==> src/rtl/core/ismic_ram.sv <==
// Generic single-port-write, single-port-read RAM with registered read.
`timescale 1ns / 1ps
module ismic_ram #(
  parameter int Width = 64,
  parameter int Depth = 32
) (
  input  logic                     clk,
  input  logic                     we,
  input  logic [$clog2(Depth)-1:0] waddr,
  input  logic [Width-1:0]         wdata,
  input  logic [$clog2(Depth)-1:0] raddr,
  output logic [Width-1:0]         rdata
);
  logic [Width-1:0] mem [Depth];

  // Write and read one entry a cycle.
  always_ff @(posedge clk) begin
    if (we) begin
      mem[waddr] <= wdata;
    end
    rdata <= mem[raddr];
  end
endmodule

==> config.mk <==
export PLATFORM = sky130hd
export DESIGN_NAME = ismic_ram
export DESIGN_NICKNAME = d
export VERILOG_FILES = /design/src/rtl/core/ismic_ram.sv
export SDC_FILE = /design/constraint.sdc
export NUM_CORES = 2
export LEC_CHECK = 0
export BUFFER_PORTS_ARGS = -buffer_cell sky130_fd_sc_hd__buf_2
export CAP_MARGIN = 5
export CORE_UTILIZATION = 60
export CTS_BUF_LIST = sky130_fd_sc_hd__clkbuf_8
export DETAILED_ROUTE_END_ITERATION = 7
export PLACE_DENSITY = 0.84
export SLEW_MARGIN = 20
export SYNTH_ARGS = -nofsm -noshare
export SYNTH_HDL_FRONTEND = slang
export SYNTH_SLANG_ARGS = --single-unit
==> constraint.sdc <==
create_clock -name clk -period 4.58 [get_ports clk]
set_clock_uncertainty 0.1 [all_clocks]
set_input_delay 0 -clock clk [delete_from_list [all_inputs] [get_ports clk]]
set_output_delay 0 -clock clk [all_outputs]
set_load 0.01 [all_outputs]
# Word level (Yosys, flattened, before mapping)
# Memory sizes are Yosys's and may differ from the RTL's. A register that Yosys moved wholly into a read port is not among the register bits.
# Cells that the tools add are included.
[classes]
muxes = 2
[ops]
columns = ["cell", "count"]
rows = [
  ["2-to-1 mux 1 bit", 2],
]
[totals]
regBits = 0
mem_bits_rw = 2048
inputBits = 76
output_inout_bits = 64
elab_cells = 3
memories = 1
[memory_table]
columns = ["name", "words", "width", "rd", "rd_clocked_by_memory_dff", "wr", "line_no", "rtl"]
rows = [
  ["mem", 32, 64, 1, 1, 1, "14", "logic [Width-1:0] mem [Depth];"],
]

# Depth between registers and ports, before layout
[depth]
ltp_word = 2
ltp_mapped = 9
mapped_depth_nobuf = 4

# Worst setup path before layout
# No wires, ideal clock.
[synth_path]
path_kind = "in2reg"
from = "input waddr[1]"
to = "memory mem[12][0], enable pin"
setup_ps = 486
arrival_ps = 3336
required_time_ps = 3994
setup_slack_ps = 658
path_stages = 3
path_buffers = 1
path_cell_list = "or3b_2 > clkbuf_1 > nor2_1"
[synth_lines]
columns = ["element", "line_no", "rtl"]
rows = [
  ["start, declared", "9", "input logic [$clog2(Depth)-1:0] waddr,"],
  ["end, declared", "14", ""],
]
# Straight into the memory's write port.

==> metrics.txt <==
Die W=between 300 and 400 um; gpl congestion=0.757; Clock Latency Late Sink=between 1 and 1.5 ns; top cells by area, synth=edfxtp_1 78%, mux4_2 17%, dfxtp_1 1.6%; PortBufs=between 100 and 150; Vias/cell=6.79; largest family of logic cells by synthesized area=multiplexers; nets=between 3000 and 4000; Setup Fix Bufs, Post-CTS=0; crit path max fanout=60; Post-Syn Nets=3173; vias in the first global route=approximately 40000; HPWL Detailed=~100 mm; total core area=0.130 mm2; Final Cell Area=0.0900 mm2; Placed Cells=4925; setup tns final=0 ns; hold path cells=2; post-route minimum period=2.91 ns; initial DRC count=6086; mux share of post-synthesis cell area=0.187; Die Ht=365 um; Seq cells post-synth=2112; Max-slew headroom=0.226; Warnings, synthesis=0; drt total wl=199 mm; DR vias=between 30000 and 40000; drt drc=0; die area=0.133 mm2; CTS Hold Buffers Added=142; Worst Tran Pin Value=roughly 1.2 ns; max-cap violations=0; post-synth top area cell=edfxtp_1; CTS tree=built; initial antenna violation count=10; Compound-Gate Fraction of Synth Area=0.00466; GRT Util Overall=0.306; clock slew at the register clock pins of the worst setup and hold paths=0.06 ns; class of the worst hold path=in2reg; crit end category=flop; Worst R2R Setup Slack=2.14 ns; WS Path Type=in2reg; DR WL/cell=~35 um; hold_sp=wdata[52]; total grt overflow=0; R2R Path Start=mem[13][48]; Critical Path AT=between 3 and 4 ns; Final Non-Filler Cells=about 5700; H-tree depth=5; I/O pins=140; synthesized cell area=roughly 0.079 mm2; Syn Area/Cell=25.5 um2; R2R Path End=rdata[48]; Cell Area, Placed=0.0826 mm2; largest net degree at the start of global routing=85; Seq/Total Area, Yosys=0.795; top cell type's share of synthesized area=0.779; xor/xnor share of the synthesized area=0; post-synthesis adder-cell area fraction=0; Post-Syn Instances=3097; Critical Path RT=roughly 5.4 ns; Fin. Hold Viols=0; Static Leakage=28.9 nW; library cells used by synthesis=31; status=complete, no violations; row cnt=around 130; clock sink count=2112; first-pass GRT wire length=around 280 mm; simple-gate portion of the synthesized area=0.00379; antenna viol nets, final=0; Startpoint Class=primary input; Min Hold Slack=0.0714 ns; fmax=0.343 GHz; Tcrit/Tclk final=0.636; Hold Crit Endpoint=mem[8][52]; peak supply drop=0.000356 V; pins over their slew limit=0; share of layout cells above drive strength 1=0.348; endpoints failing setup=0; Pre-antenna DRT Iters=5; RSZ-0062 raised after global routing=false; PwrDens=424 mW/mm2; worst r2r path cells=4; number of CTS-inserted buffers=between 300 and 400; CTS root buf=clkbuf_8; Starting Density=0.608; post-CTS sizing=0; clk buf depth=4; Synth-to-Final Area Change=14.0%
## per-layer routing
metal  wire [um]  track usage  part of all wire  up-vias
li1            -            -                 -    14700
met3       25500       0.0668              0.13      589
met2       99100        0.499              0.50     3284
met4        8580        0.135             0.043       14
met5         103            0           0.00052        -
met1       66100        0.402              0.33    19800
## critical path: stages
cell and delay (ns):
dlygate4sd3_1 0.56, buf_8 0.62, buf_12 0.44, mux4_2 0.59, mux4_2 0.48, mux2_2 0.28
dlygate4sd3_1 0.55
## cell families after synthesis
family,after synthesis
compound gates,50
buf+inv,157
mux,714
simple gates,64
flops,2112
## report_power, final
part	total, mW	switching [mW]	leakage, nW	internal, mW
registers	21.6	0.143	19.0	21.5
clock network	14.5	7.11	3.53	7.40
logic	2.01	1.11	6.34	0.899
total	38.2	8.37	28.9	29.8
## cell usage after synthesis, drive strengths merged
cell type	n
a211oi	3
a221oi	12
a22o	1
a22oi	3
and2	4
buf	101
clkbuf	55
dfxtp	64
edfxtp	2048
inv	1
mux2	74
mux2i	38
mux4	602
nand2	3
nand2b	2
nand3	2
nand3b	5
nor2	41
nor2b	4
o211ai	3
o21ai	9
o221ai	3
o22ai	10
o2bb2ai	3
o31a	3
or3	1
or3b	2
## sequential cells by signal, summed over array words and instances (netlist names)
signal and flops:
rdata 64, mem 2048
## metrics by stage
stage	utilization	total power [mW]	worst slack, ns
6_report	0.693	38.2	1.67
5_1_grt	0.693	39.2	1.59
4_1_cts	0.692	38.2	1.61
3_5_place_dp	0.636	23.9	1.76
3_3_place_gp	0.636	23.8	1.84
2_1_floorplan	-	23.1	0.658
## how the worst max path moves through the flow
stage          startpoint    endpoint  cells past startpoint
6_report         raddr[0]   rdata[48]                      7
3_5_place_dp     raddr[0]   rdata[57]                      5
4_1_cts          waddr[1]  mem[8][61]                      6
3_3_place_gp     raddr[0]   rdata[31]                      5
5_1_grt          raddr[0]   rdata[48]                      7
2_1_floorplan    waddr[1]  mem[12][0]                      3
## cell usage in the layout, fill, tap and decap left out, drive strengths merged, types with 3 or more instances in the layout
| master | count |
|---|---|
| o2bb2ai | 3 |
| a221oi | 12 |
| diode | 7 |
| nand3b | 5 |
| a211oi | 3 |
| dlygate4sd3 | 139 |
| buf | 246 |
| o22ai | 10 |
| mux2i | 38 |
| clkbuf | 369 |
| mux2 | 74 |
| o211ai | 3 |
| edfxtp | 2048 |
| nor2b | 4 |
| mux4 | 602 |
| o31a | 3 |
| and2 | 4 |
| o221ai | 3 |
| a22oi | 3 |
| nand2 | 3 |
| inv | 129 |
| nor2 | 41 |
| dfxtp | 64 |
| clkinv | 75 |
| clkinvlp | 4 |
| o21ai | 9 |
## area by class of cell
class                           instances  area, um2
Sequential cell                      2112      62800
Timing Repair Buffer                  385       3430
Clock inverter                        208        863
Multi-Input combinational cell        828      15700
Fill cell                            7004      40000
Inverter                                1       3.75
Tap cell                             1742       2180
Clock buffer                          369       5080
Antenna cell                            7       17.5
Note: power is estimated with default switching activity, not from simulation.
